File: src/sv/assert_macros.svh
// Assertion macros shared by the edge detector RTL.
// Define ASSERT_OFF to compile the checks away; no other dependencies.
`ifndef ASSERT_MACROS_SVH
`define ASSERT_MACROS_SVH

`ifndef ASSERT_OFF

// Same-cycle implication, checked at every rising edge outside reset.
`define ASSERT_IMPL(lbl, clk, rst, ante, cons) \
  lbl: assert property (@(posedge clk) disable iff (rst) (ante) |-> (cons)) \
    else $error("same-cycle implication failed");

// Next-cycle implication, checked at every rising edge outside reset.
`define ASSERT_NEXT(lbl, clk, rst, ante, cons) \
  lbl: assert property (@(posedge clk) disable iff (rst) (ante) |=> (cons)) \
    else $error("next-cycle implication failed");

`else

`define ASSERT_IMPL(lbl, clk, rst, ante, cons)
`define ASSERT_NEXT(lbl, clk, rst, ante, cons)

`endif

`endif

File: src/sv/rgm_pkg.sv
// Shared constants and types for the Roberts cross edge detector.
// Used by every module of the block; depends on nothing.
`default_nettype none

package rgm_pkg;

  localparam int LINE_WIDTH   = 256;
  localparam int FRAME_HEIGHT = 256;

  localparam int COL_W = $clog2(LINE_WIDTH);
  localparam int ROW_W = $clog2(FRAME_HEIGHT);

  localparam int PIX_W  = 8;
  localparam int DIFF_W = PIX_W + 1;
  localparam int SQ_W   = 2 * PIX_W;
  localparam int SUM_W  = SQ_W + 1;

  // The radicand has this many fraction bits, so the root has half as many.
  localparam int FRAC_W = 16;
  localparam int RAD_W  = 2 * ((SUM_W + FRAC_W + 1) / 2);
  localparam int ROOT_W = RAD_W / 2;
  localparam int REM_W  = ROOT_W + 3;

  localparam int GAIN_W = 16;
  localparam logic [GAIN_W-1:0] GAIN_RESET = GAIN_W'(256);

  localparam int PROD_W = GAIN_W + ROOT_W;
  localparam int EDGE_W = 8;
  localparam logic [EDGE_W-1:0] EDGE_MAX = EDGE_W'(255);

  // One word moving along the square root chain.
  typedef struct packed {
    logic [REM_W-1:0]  rem;
    logic [ROOT_W-1:0] root;
    logic [RAD_W-1:0]  rad;
    logic              last;
  } sqrt_word_t;

endpackage

`default_nettype wire

File: src/sv/rgm_scale.sv
// Gain stage: multiplies the magnitude by the 8.8 gain and saturates to
// eight bits. Depends on rgm_pkg and assert_macros.svh.
`default_nettype none
`include "assert_macros.svh"

module rgm_scale (
  input  wire logic                 clk,
  input  wire logic                 rst,
  input  wire logic                 in_valid,
  output logic                      in_ready,
  input  wire rgm_pkg::sqrt_word_t  in_word,
  input  wire logic [rgm_pkg::GAIN_W-1:0] gain,
  output logic                      out_valid,
  input  wire logic                 out_ready,
  output logic [rgm_pkg::EDGE_W-1:0] edge_value,
  output logic                      frame_end
);

  logic                       p_valid;
  logic [rgm_pkg::PROD_W-1:0] p_prod;
  logic                       p_last;
  logic                       o_valid;
  logic [rgm_pkg::EDGE_W-1:0] o_edge;
  logic                       o_last;

  logic                       o_ready_in;
  logic [rgm_pkg::EDGE_W-1:0] edge_c;

  assign o_ready_in = !o_valid || out_ready;
  assign in_ready   = !p_valid || o_ready_in;

  // Anything at or above 256 after dropping the fraction saturates.
  assign edge_c = (|p_prod[rgm_pkg::PROD_W-1:rgm_pkg::FRAC_W+rgm_pkg::EDGE_W]) ?
                  rgm_pkg::EDGE_MAX :
                  p_prod[rgm_pkg::FRAC_W+rgm_pkg::EDGE_W-1:rgm_pkg::FRAC_W];

  always_ff @(posedge clk) begin
    if (in_ready && in_valid) begin
      p_prod <= rgm_pkg::PROD_W'(gain) * rgm_pkg::PROD_W'(in_word.root);
      p_last <= in_word.last;
    end
    if (o_ready_in && p_valid) begin
      o_edge <= edge_c;
      o_last <= p_last;
    end
  end

  always_ff @(posedge clk) begin
    if (rst) begin
      p_valid <= 1'b0;
      o_valid <= 1'b0;
    end else begin
      if (in_ready) begin
        p_valid <= in_valid;
      end
      if (o_ready_in) begin
        o_valid <= p_valid;
      end
    end
  end

  assign out_valid  = o_valid;
  assign edge_value = o_edge;
  assign frame_end  = o_last;

  `ASSERT_NEXT(a_product_held, clk, rst, p_valid && !o_ready_in, p_valid && $stable(p_prod))

endmodule

`default_nettype wire

File: config.mk
export PLATFORM = sky130hd
export DESIGN_NAME = rgm_scale
export DESIGN_NICKNAME = d
export VERILOG_FILES = /design/src/sv/rgm_pkg.sv /design/src/sv/rgm_scale.sv
export VERILOG_INCLUDE_DIRS = /design/src /design/src/sv
export SDC_FILE = /design/constraint.sdc
export NUM_CORES = 1
export LEC_CHECK = 0
export BUFFER_PORTS_ARGS = -buffer_cell sky130_fd_sc_hd__buf_2
export CAP_MARGIN = 20
export CORE_MARGIN = 2
export CORE_UTILIZATION = 55
export CTS_CLUSTER_DIAMETER = 120
export DETAILED_ROUTE_END_ITERATION = 12
export GPL_ROUTABILITY_DRIVEN = 0
export PLACE_DENSITY = 0.75
export SYNTH_ARGS = -nofsm -noshare
export SYNTH_HDL_FRONTEND = slang
export SYNTH_SLANG_ARGS = --single-unit
File: constraint.sdc
create_clock -name clk -period 14.25 [get_ports clk]
set_input_delay 3.5625 -clock clk [delete_from_list [all_inputs] [get_ports clk]]
set_output_delay 3.5625 -clock clk [all_outputs]
set_load 0.1 [all_outputs]
==> flow_summary.ini <==
[routing]
via_per_inst = 5.39
drc_errors = 0
ant_nets = 0
drt_iter0_drc = 368
vias = 7131
drt_pre_antenna_iters = 4
drt_wl_total_microns = 20800
routedWlPerCell_microns = 15.7

[worst_setup_path]
crit_type = in -> reg
cp_data_required_time_ps = 14260
cp.arrival_ps = 9230
worstReg2RegStart = out_valid
critPathCapture = p_prod[31]
worstSetupEndpointType = register
r2r_cells = 3
crit_path_start = gain[7]
ff2ff_setup_slack_ps = 12680
cp_max_fo = 17
cp-start-kind = input pin
rr_endpoint = p_prod[29]

[clocking]
cts_resized = 0
cts_buffer_depth = 2
postCtsSetupRepairBufs = 0
cts_buffers = 5
clock_sinks = 29
clk_pin_slew_worst_paths_ps = 50
postCtsHoldBufs = 0
cts_tree = done
clk_latency_ps = 270
cts_root_buf = clkbuf_16
h-tree-depth = 2

[grt]
grt.total_usage_pct = 24.1
grt_max_degree = 19
antenna_found_initial = 0
grt_pass1_vias = 7571
grt_overflow = 0
grt_pass1_wl_microns = 35300

[timing]
setup_viol = 0
slew_headroom_pct = 46.5
finalSetupTns_ps = 0
finClkSkew_ps = 3.31
rsz0062_at_grt = no
hold_violations = 0
tightestPinTransition_ps = 802
finalCriticalPeriod_ps = 9220
slew_violations = 0
post-route-period-util_pct = 64.7
fmax_mhz = 108

[place]
hpwl_microns = 16500
portBuffers = 48
placed_cell_area_sq_um = 10100

[synth]
yosysMostFrequentCell = inv_1
yosys.area.top_type = fa_1
synth_enable_flop_cells = 27
yosysUniqueCellTypes = 39
ys_seq_area_share_pct = 8.71
synth_ff_type = edfxtp_1
yosys-top-cells-count = inv_1, fa_1, nand2_1
async_flop_share_pct = 0
synthTopCellsByArea = fa_1, ha_1, inv_1, and2_1, edfxtp_1
yosysWarnings = 0
netlist.area_leader.share_pct = 42.4
avgSynthCellArea_sq_um = 9.06
syn_nets = 1479
netlist_area_sq_um = 9770
syn_inst = 1078
ys_ff_latch = 29

[final_layout]
fin_nets = 1497
syn_to_final_growth_pct = 5.37
layout-drive-gt1-share_pct = 6.11
antennaDiodeCount = 0
design_area_sq_um = 10300

[min_path]
hold_path_class = reg -> reg

[die]
ioPinCount = 103
design.die.area_sq_um = 18800
start_util_pct = 56.3
die_height_microns = 137
rows = 48
die_w_microns = 137
core_area_sq_um = 17400

[outcome]
status = complete, no violations

[job]
cap_violations = 0
[worst min path at each step]
stage | from | end | slack (ps) | cells after the start
2_1_floorplan | p_last | frame_end | 400 | 0
3_3_place_gp | p_last | frame_end | 400 | 0
3_5_place_dp | p_last | frame_end | 410 | 0
4_1_cts | p_last | frame_end | 420 | 0
5_1_grt | p_last | frame_end | 450 | 0
6_report | p_last | frame_end | 420 | 0
[sequential cells by signal, summed over array words and instances (netlist names)]
| signal | cells |
|---|---|
| out_valid | 1 |
| frame_end | 1 |
| p_prod | 17 |
| p_last | 1 |
| p_valid | 1 |
| edge_value | 8 |
[final cells by class]
type                    count  area [sq um]
fillers                  1572          7060
flip-flops and latches     29           851
clock buffers               5           125
repair buffers             48           240
well taps                 225           282
inverters                 251           942
clock inverters             3          17.5
multi-input cells         761          7840
[critical path, stage by stage]
cell and delay, ps:
buf_2 330, nand2_1 140, fa_1 560, inv_1 50, fa_1 510, inv_1 60, fa_1 530, inv_1 50
fa_1 450, fa_1 490, inv_1 50, fa_1 490, inv_1 50, ha_1 350, a21oi_1 230, o21ai_0 160
a311oi_1 450, o41ai_4 190, o2111ai_1 230, o211ai_1 130, xor2_1 160
[kinds of logic after synthesis]
logic type	share of synthesized area (%)
AND/OR/NAND/NOR	17.7
adder cells (fa/ha/maj)	55.5
buffers and inverters	11.1
AO/OA/AOI/OAI	5.47
flip-flops	8.71
XOR/XNOR	1.52
[metrics by stage]
step / utilization [%] / cells / hold WS (ps) / setup WS, ps
2_1_floorplan: - / 1078 / 400 / 5130
3_3_place_gp: 58.5 / 1314 / 403 / 4820
3_5_place_dp: 58.5 / 1314 / 407 / 4760
4_1_cts: 59.3 / 1322 / 420 / 5050
5_1_grt: 59.3 / 1322 / 454 / 4810
6_report: 59.3 / 1322 / 418 / 5030
[placed cells by master (no fill, tap or decap), types with 4 or more instances in the layout]
| master | synthesis | layout |
|---|---|---|
| inv_1 | 251 | 251 |
| fa_1 | 207 | 207 |
| nand2_1 | 165 | 165 |
| and2_1 | 130 | 130 |
| ha_1 | 102 | 102 |
| buf_2 | 1 | 48 |
| edfxtp_1 | 27 | 27 |
| a21oi_1 | 26 | 26 |
| nor2_1 | 19 | 19 |
| o21ai_0 | 19 | 19 |
| xnor2_1 | 10 | 10 |
| or2_2 | 10 | 10 |
| nand3_1 | 8 | 8 |
| o211ai_1 | 7 | 7 |
| xor2_1 | 7 | 7 |
| nand4_1 | 5 | 5 |
| clkbuf_16 | 0 | 5 |
| o21a_1 | 4 | 4 |
| a21o_1 | 4 | 4 |
| nor3_1 | 4 | 4 |
| and3_1 | 4 | 4 |
| nor2b_1 | 4 | 4 |
[layer usage]
metal	share of wire, %	global-route usage (%)
met1	41	30.8
met2	54	44.7
met3	4.5	2.43
met4	1.2	4.47
met5	0	0
Power is left out: the tool's default activity adds up to more than one toggle a clock period on the data nets, which glitch-free logic cannot reach.
