**config.mk**
```make
export PLATFORM = sky130hd
export DESIGN_NAME = rgm_sqrt_cell
export DESIGN_NICKNAME = d
export VERILOG_FILES = /design/src/sv/assert_macros.svh /design/src/sv/rgm_pkg.sv /design/src/sv/rgm_sqrt_cell.sv
export SDC_FILE = /design/constraint.sdc
export NUM_CORES = 1
export LEC_CHECK = 0
export BUFFER_PORTS_ARGS = -buffer_cell sky130_fd_sc_hd__buf_2
export CAP_MARGIN = 20
export CORE_MARGIN = 10
export CORE_UTILIZATION = 50
export CTS_BUF_LIST = sky130_fd_sc_hd__clkbuf_4 sky130_fd_sc_hd__clkbuf_8
export DETAILED_ROUTE_END_ITERATION = 7
export GPL_ROUTABILITY_DRIVEN = 1
export PLACE_DENSITY = 0.82
export SETUP_SLACK_MARGIN = 0.2
export SYNTH_ARGS = -nofsm -noshare
export SYNTH_HDL_FRONTEND = slang
export SYNTH_SLANG_ARGS = --single-unit
```
**constraint.sdc**
```tcl
create_clock -name clk -period 3.5 [get_ports clk]
set_clock_uncertainty 0.15 [all_clocks]
set_input_delay 0.35 -clock clk [delete_from_list [all_inputs] [get_ports clk]]
set_output_delay 0.35 -clock clk [all_outputs]
set_load 0.03 [all_outputs]
```
**src/sv/assert_macros.svh**
```systemverilog
// Assertion macros shared by the edge detector RTL.
// Define ASSERT_OFF to compile the checks away; no other dependencies.
`ifndef ASSERT_MACROS_SVH
`define ASSERT_MACROS_SVH

`ifndef ASSERT_OFF

// Same-cycle implication, checked at every rising edge outside reset.
`define ASSERT_IMPL(lbl, clk, rst, ante, cons) \
  lbl: assert property (@(posedge clk) disable iff (rst) (ante) |-> (cons)) \
    else $error("same-cycle implication failed");

// Next-cycle implication, checked at every rising edge outside reset.
`define ASSERT_NEXT(lbl, clk, rst, ante, cons) \
  lbl: assert property (@(posedge clk) disable iff (rst) (ante) |=> (cons)) \
    else $error("next-cycle implication failed");

`else

`define ASSERT_IMPL(lbl, clk, rst, ante, cons)
`define ASSERT_NEXT(lbl, clk, rst, ante, cons)

`endif

`endif

```
**src/sv/rgm_pkg.sv**
```systemverilog
// Shared constants and types for the Roberts cross edge detector.
// Used by every module of the block; depends on nothing.
`default_nettype none

package rgm_pkg;

  localparam int LINE_WIDTH   = 256;
  localparam int FRAME_HEIGHT = 256;

  localparam int COL_W = $clog2(LINE_WIDTH);
  localparam int ROW_W = $clog2(FRAME_HEIGHT);

  localparam int PIX_W  = 8;
  localparam int DIFF_W = PIX_W + 1;
  localparam int SQ_W   = 2 * PIX_W;
  localparam int SUM_W  = SQ_W + 1;

  // The radicand has this many fraction bits, so the root has half as many.
  localparam int FRAC_W = 16;
  localparam int RAD_W  = 2 * ((SUM_W + FRAC_W + 1) / 2);
  localparam int ROOT_W = RAD_W / 2;
  localparam int REM_W  = ROOT_W + 3;

  localparam int GAIN_W = 16;
  localparam logic [GAIN_W-1:0] GAIN_RESET = GAIN_W'(256);

  localparam int PROD_W = GAIN_W + ROOT_W;
  localparam int EDGE_W = 8;
  localparam logic [EDGE_W-1:0] EDGE_MAX = EDGE_W'(255);

  // One word moving along the square root chain.
  typedef struct packed {
    logic [REM_W-1:0]  rem;
    logic [ROOT_W-1:0] root;
    logic [RAD_W-1:0]  rad;
    logic              last;
  } sqrt_word_t;

endpackage

`default_nettype wire

```
**src/sv/rgm_sqrt_cell.sv**
```systemverilog
// One cell of the square root chain: settles one root bit per word.
// Depends on rgm_pkg.
`default_nettype none

module rgm_sqrt_cell (
  input  wire logic          clk,
  input  wire logic          rst,
  input  wire logic          in_valid,
  output logic               in_ready,
  input  wire rgm_pkg::sqrt_word_t in_word,
  output logic               out_valid,
  input  wire logic          out_ready,
  output rgm_pkg::sqrt_word_t out_word
);

  logic                      valid_q;
  rgm_pkg::sqrt_word_t       word_q;
  rgm_pkg::sqrt_word_t       word_next;
  logic [rgm_pkg::REM_W-1:0] rem_sh;
  logic [rgm_pkg::REM_W-1:0] trial;

  // Bring down the next two radicand bits and try a one in this root bit.
  assign rem_sh = {in_word.rem[rgm_pkg::REM_W-3:0],
                   in_word.rad[rgm_pkg::RAD_W-1:rgm_pkg::RAD_W-2]};
  assign trial  = rgm_pkg::REM_W'({in_word.root, 2'b01});

  always_comb begin
    word_next      = in_word;
    word_next.rad  = {in_word.rad[rgm_pkg::RAD_W-3:0], 2'b00};
    if (rem_sh >= trial) begin
      word_next.rem  = rem_sh - trial;
      word_next.root = {in_word.root[rgm_pkg::ROOT_W-2:0], 1'b1};
    end else begin
      word_next.rem  = rem_sh;
      word_next.root = {in_word.root[rgm_pkg::ROOT_W-2:0], 1'b0};
    end
  end

  assign in_ready = !valid_q || out_ready;

  always_ff @(posedge clk) begin
    if (in_ready && in_valid) begin
      word_q <= word_next;
    end
  end

  always_ff @(posedge clk) begin
    if (rst) begin
      valid_q <= 1'b0;
    end else if (in_ready) begin
      valid_q <= in_valid;
    end
  end

  assign out_valid = valid_q;
  assign out_word  = word_q;

endmodule

`default_nettype wire

```
==> qor.csv, run 1 <==
metric,value,unit
vias in the first global route,2907,
fin util,64.9,%
Main synth FF type,edfxtp_1,
"Seq/Total Area, Yosys",56.9,%
drt pass-1 iters,4,
Pint,1.57,mW
area share of fa/ha/maj cells after synthesis,6.38,%
"Clk Latency, worst-skew pair",0.34,ns
top cell type's share of synthesized area,56.4,%
Max Slew Vio Count,0,
fraction of layout cells with a size suffix above 1,39.4,%
# Post-CTS Setup Buffers,0,
area grow syn2layout,26.2,%
core region area,7250,µm²
Max Fclk,385,MHz
Yosys reg bits,71,
Synth Area in Compound Gates,14.3,%
Clock power frac,28.2,%
post-CTS sizing,0,
DR iter-0 viols,263,
crit path to,out_word[69]$_DFFE_PP_,
Hold Buf Count CTS,0,
Seq pwr share,45.8,%
Routed WL,10100,µm
H-Tree Depth,3,
first-pass GRT wire length,15500,µm
Synth area leaders,"edfxtp_1, ha_1, mux2_4",
Num CTS Buffers,9,
most frequent cells in the layout,"buf_2, edfxtp_1, inv_1",
Critical R2R Launch,out_valid$_SDFFE_PP0N_,
R2R cell count,2,
GRT Util Overall,17.1,%
CP Class,primary input to register,
Final Hold Vio Count,0,
Routed Antenna Nets,0,
fin worst setup slack,0.904,ns
Ant. Diodes,0,
worst rel slew slack,41.6,%
number of vias per cell,5.38,
Placed Cells,535,
IO Count,150,
DPL Wire Length,7900,µm
Worst-Margin Slew,0.875,ns
RSZ-0062 raised after global routing,false,
Gate Count Post-Synth,302,
worst vdd ir,0.210,mV
CP Max Fanout,20,
NumNets Final,542,
Layout Cell Area excl Fill,4700,µm²
Logic pwr share,25.9,%
CTS tree,yes,
Yosys Warn Count,0,
# rows,31,
worst hold path class,primary input to register,
Mapped Avg Cell Area,12.3,µm²
post-synth top area cell,edfxtp_1,
Yosys cell types,52,
initial antenna violation count,0,
post-synthesis mux area share,5.47,%
data arrival time of the worst path,2.54,ns
die area,11300,µm²
net load switching power,686,µW
post-synthesis xor/xnor area fraction,2.82,%
Synth Area in Simple Gates,9.30,%
final hold slack,0.0138,ns
"commonest non-fill, non-tap cell in the layout",buf_2,
maximum number of pins on one net before global-route repair,71,
Mapped Area,3730,µm²
Final min period,2.60,ns
largest family of logic cells by synthesized area,compound AO/OA/AOI/OAI gates,
"EDFF count, synth",70,
WP data required,3.45,ns
drt wl/cell,18.3,µm
DIE WIDTH,106,µm
run status,"finished, final reports clean",
"Cell Area, Placed",4510,µm²
die height,106,µm
setup tns final,0,ns
Via Count,2965,
starting density of the core,51.4,%
Worst Setup Start Kind,primary input,
gpl congestion,0.904,
Final setup viols,0,
GRT overflow,0,
register-to-register path setup slack,1.78,ns
Finished Layout Cells,551,
crit end category,register,
Switching Fraction,30.4,%
reg2reg end,out_word[13]$_DFFE_PP_,
P_leak,2.07,nW
Async SR Flop Fraction,0,%
Pwr Total,2.26,mW
Buffers on Ports,145,
pre-CTS setup slack,0.546,ns
PwrDens,480,nW/µm²
DRC viols,0,
final critical-path share of the clock period,74.2,%
crit path launch,in_word[36],
max capacitance violation total,0,
Root Buffer,clkbuf_8,
Max Root-Sink Buffers,2,
clock sink total,71,
"CTS clk-pin slew, worst paths",0.07,ns
final cells by class:
type	instances	area [µm²]
Inverter	26	97.6
Multi-Input combinational cell	193	1440
Timing Repair Buffer	146	733
Clock buffer	10	131
Fill cell	574	2550
Sequential cell	71	2120
Clock inverter	6	61.3
Tap cell	99	124
metal layers:
metal  up-vias  global-route usage [%]  share of wire [%]
met5         -                       0                  0
met4         0                    4.26               0.71
met3        10                    7.07                 11
met2       155                    28.4                 48
met1      1379                    20.1                 41
li1       1421                       -                  -
flip-flops by register name (all words and copies together), names as in the netlist:
signal / count
out_word: 70
out_valid: 1
power by group through the flow:
stage                     Clock, mW  Combinational, mW  Sequential [mW]
after CTS                     0.655              0.587             1.04
after floorplan                   0              0.282             1.19
after global placement            0              0.571             1.05
after global routing          0.698              0.633             1.04
final                         0.638              0.585             1.03
after detailed placement          0              0.583             1.05
critical path, cell delays in order:
cell,delay (ns)
buf_2,0.08
inv_1,0.04
ha_1,0.36
o211ai_1,0.24
a21oi_2,0.09
o31ai_2,0.28
a211o_1,0.32
and2_4,0.43
mux2_1,0.36
worst min path at each step:
stage,endpoint,startpoint,slack (ns),cells after the start
final,out_valid$_SDFFE_PP0N_,rst,0.01,2
after global routing,out_word[16]$_DFFE_PP_,in_word[14],0.009,1
after CTS,out_valid$_SDFFE_PP0N_,rst,0.005,2
after detailed placement,out_valid$_SDFFE_PP0N_,rst,0.37,2
after global placement,out_valid$_SDFFE_PP0N_,out_valid$_SDFFE_PP0N_,0.34,2
after floorplan,out_valid$_SDFFE_PP0N_,rst,0.27,1
kinds of logic (layout without fill, tap and decap cells):
group,after synthesis,after routing
compound gates,75,75
flops,71,71
simple gates,70,70
buf+inv,39,188
fa+ha+maj,19,19
mux,15,15
xor+xnor,12,12
other cells,1,2
cells in the mapped netlist (5+ instances only):
master and n:
o21ai_0 14, nand4_1 5, nor2_1 17, buf_2 7
nand3_1 11, ha_1 19, xnor2_1 8, a21oi_1 19
inv_1 26, a21o_1 6, mux2_4 10, a211oi_1 7
o21a_1 5, nand2_1 14, nor3_1 6, edfxtp_1 70
(Power assumes the default switching activity.)
==> run 2, diff against run 1 <==
--- a/config.mk
+++ b/config.mk
@@ -5,14 +5,15 @@
 export SDC_FILE = /design/constraint.sdc
 export NUM_CORES = 1
 export LEC_CHECK = 0
+export ABC_AREA = 1
 export BUFFER_PORTS_ARGS = -buffer_cell sky130_fd_sc_hd__buf_2
 export CAP_MARGIN = 20
 export CORE_MARGIN = 10
-export CORE_UTILIZATION = 50
+export CORE_UTILIZATION = 46
 export CTS_BUF_LIST = sky130_fd_sc_hd__clkbuf_4 sky130_fd_sc_hd__clkbuf_8
 export DETAILED_ROUTE_END_ITERATION = 7
 export GPL_ROUTABILITY_DRIVEN = 1
-export PLACE_DENSITY = 0.82
+export PLACE_DENSITY = 0.79
 export SETUP_SLACK_MARGIN = 0.2
 export SYNTH_ARGS = -nofsm -noshare
 export SYNTH_HDL_FRONTEND = slang
==> constraint.sdc (replaced) <==
create_clock -name clk -period 2.1 [get_ports clk]
set_clock_uncertainty 0.15 [all_clocks]
set_input_delay 0.21 -clock clk [delete_from_list [all_inputs] [get_ports clk]]
set_output_delay 0.21 -clock clk [all_outputs]
set_load 0.03 [all_outputs]
==> qor.csv, run 2 <==
metric,value,unit,change
run status,"finished, final reports clean",,
worst vdd ir,0.440,mV,+110%
Yosys Warn Count,0,,unchanged
final hold slack,0.00517,ns,-0.00859 ns
die height,111,µm,+4.0%
Mapped Avg Cell Area,9.40,µm²,-24%
IO Count,150,,unchanged
number of vias per cell,4.96,,-7.8%
DR iter-0 viols,220,,-16%
CTS tree,yes,,
"Cell Chain, Critical Path","buf_2, inv_1, ha_1, a21oi_1, inv_1, nor2_2, nor2_1, nor2_2, nand2_4, buf_4, nand2_1, nand2_1",,
Final Hold Vio Count,0,,unchanged
DRC viols,0,,unchanged
fin util,72.8,%,+7.9 points
most frequent cells in the layout,"buf_2, nand2_1, edfxtp_1",,
"Cell Area, Placed",4890,µm²,+8.3%
first-pass GRT wire length,21000,µm,+36%
data arrival time of the worst path,1.72,ns,-0.82 ns
top-count cell post-synth,nand2_1,,
max capacitance violation total,0,,unchanged
GRT Util Overall,21.5,%,+4.4 points
Via Count,3752,,+27%
gpl congestion,0.888,,-1.8%
"EDFF count, synth",70,,unchanged
CP Class,primary input to register,,
Ant. Diodes,0,,unchanged
worst path bufs/invs,4,,+2
crit-path leading delay family,simple AND/OR/NAND/NOR gates,,
CP Max Fanout,7,,-65%
Buffers on Ports,145,,unchanged
maximum number of pins on one net before global-route repair,57,,-20%
Worst Setup Start Kind,primary input,,
Synth area leaders,"edfxtp_1, nand2_1, ha_1",,
worst hold path class,primary input to register,,
fraction of layout cells with a size suffix above 1,34.3,%,-5.1 points
NumNets Final,744,,+37%
PwrDens,724,nW/µm²,+51%
Max Root-Sink Buffers,2,,unchanged
Max Slew Vio Count,0,,unchanged
Commonest cells post-synth,"nand2_1, edfxtp_1, inv_1, nand3_1, nor2_1",,
Root Buffer,clkbuf_8,,
Mapped Area,3780,µm²,+1.3%
Gate Count Post-Synth,402,,+33%
Routed WL,13500,µm,+33%
Layout Cell Area excl Fill,5710,µm²,+21%
Yosys reg bits,71,,unchanged
top cell type's share of synthesized area,55.6,%,-0.75 points
WP data required,2.05,ns,-1.40 ns
"Seq/Total Area, Yosys",56.2,%,-0.75 points
initial antenna violation count,0,,unchanged
fin worst setup slack,0.321,ns,-0.583 ns
core region area,7850,µm²,+8.2%
Final setup viols,0,,unchanged
Final min period,1.78,ns,
RSZ-0062 raised after global routing,true,,
delay of the slowest critical-path stage,0.32,ns,-0.11 ns
# Post-CTS Setup Buffers,0,,unchanged
Filler cells,549,,-4.4%
setup tns final,0,ns,unchanged
starting density of the core,48.2,%,-3.3 points
die area,12200,µm²,+8.2%
clock sink total,71,,unchanged
"Clk Latency, worst-skew pair",0.35,ns,about the same
Finished Layout Cells,756,,+37%
Placed Cells,681,,+27%
Main synth FF type,edfxtp_1,,
area grow syn2layout,51.1,%,
Multi-input gate area,1370,µm²,-4.5%
GRT overflow,0,,unchanged
H-Tree Depth,3,,unchanged
DIE WIDTH,111,µm,+4.0%
Async SR Flop Fraction,0,%,unchanged
Worst path slowest cell,ha_1,,
post-synth top area cell,edfxtp_1,,
vias in the first global route,3879,,+33%
pre-CTS setup slack,-0.0134,ns,-0.559 ns
final critical-path share of the clock period,84.7,%,
drt wl/cell,17.8,µm,-2.8%
crit end category,register,,
# rows,32,,+3.2%
Pwr Total,4.14,mW,+83%
Sequential Area,2130,µm²,+0.18%
Yosys cell types,30,,-42%
"CTS clk-pin slew, worst paths",0.08,ns,about the same
"commonest non-fill, non-tap cell in the layout",buf_2,,
Num CTS Buffers,9,,unchanged
drt pass-1 iters,5,,+1
Routed Antenna Nets,0,,unchanged
DPL Wire Length,9150,µm,+16%
Max Fclk,562,MHz,
P_leak,2.87,nW,+39%
max FFs per register,70,,unchanged
run 2: cell count changes after synthesis, moves of 5 or more:
cell,change
buf_2,-7
xnor2_1,-5
a21o_1,-6
nand2_2,+8
o21ai_0,-11
nor2_1,+5
a211oi_1,-7
inv_1,+33
inv_2,+6
nand2_1,+121
nand3_1,+12
mux2_4,-10
run 2: cell type report:
| cell class | instances | share of cell area, % |
|---|---|---|
| Timing Repair Buffer | 240 | 28.2 |
| Sequential cell | 71 | 37.2 |
| Tap cell | 102 | 2.24 |
| Multi-Input combinational cell | 261 | 24.0 |
| Clock buffer | 10 | 2.30 |
| Clock inverter | 6 | 1.62 |
| Inverter | 66 | 4.38 |
run 2: logic make-up (layout without fill, tap and decap cells):
kind of cell,Yosys count,count (layout),synth area share (%)
simple gates,206,206,23.4
flops,71,71,56.2
xor+xnor,11,11,2.55
compound gates,23,23,3.34
buf+inv,71,322,8.15
other cells,1,2,0.0992
fa+ha+maj,19,19,6.29
run 2: worst paths after layout:
path	from	endpoint	slack (ns)	cells after the start
min	in_word[65]	out_word[67]$_DFFE_PP_	0.005	3
min reg2reg	out_valid$_SDFFE_PP0N_	out_valid$_SDFFE_PP0N_	0.40	2
max reg2reg	out_valid$_SDFFE_PP0N_	out_word[60]$_DFFE_PP_	0.77	2
max	in_word[48]	out_word[59]$_DFFE_PP_	0.32	12
run 2: timing repair:
action | CTS | global route
endpoints found under the setup margin | 0 | 15
hold endpoints to repair | 59 | 0
gates resized for setup | 0 | 2
hold buffers | 59 | 0
run 2: worst reg2reg max path: stages, from the launching register on:
cell	delay, ns
dfxtp_4	0.36
a21oi_4	0.16
buf_12	0.29
run 2: routing by layer:
layer	global-route usage [%]	vias to the layer above	share of wire, %
met5	0	-	0
li1	-	1792	-
met1	24.4	1731	39
met4	5.87	0	1.9
met2	37.8	204	50
met3	6.86	25	9.5
run 2: power by group:
part	internal, mW	switching [mW]
clock	0.691	0.573
sequential	1.70	0.0341
combinational	0.438	0.704
total	2.82	1.31
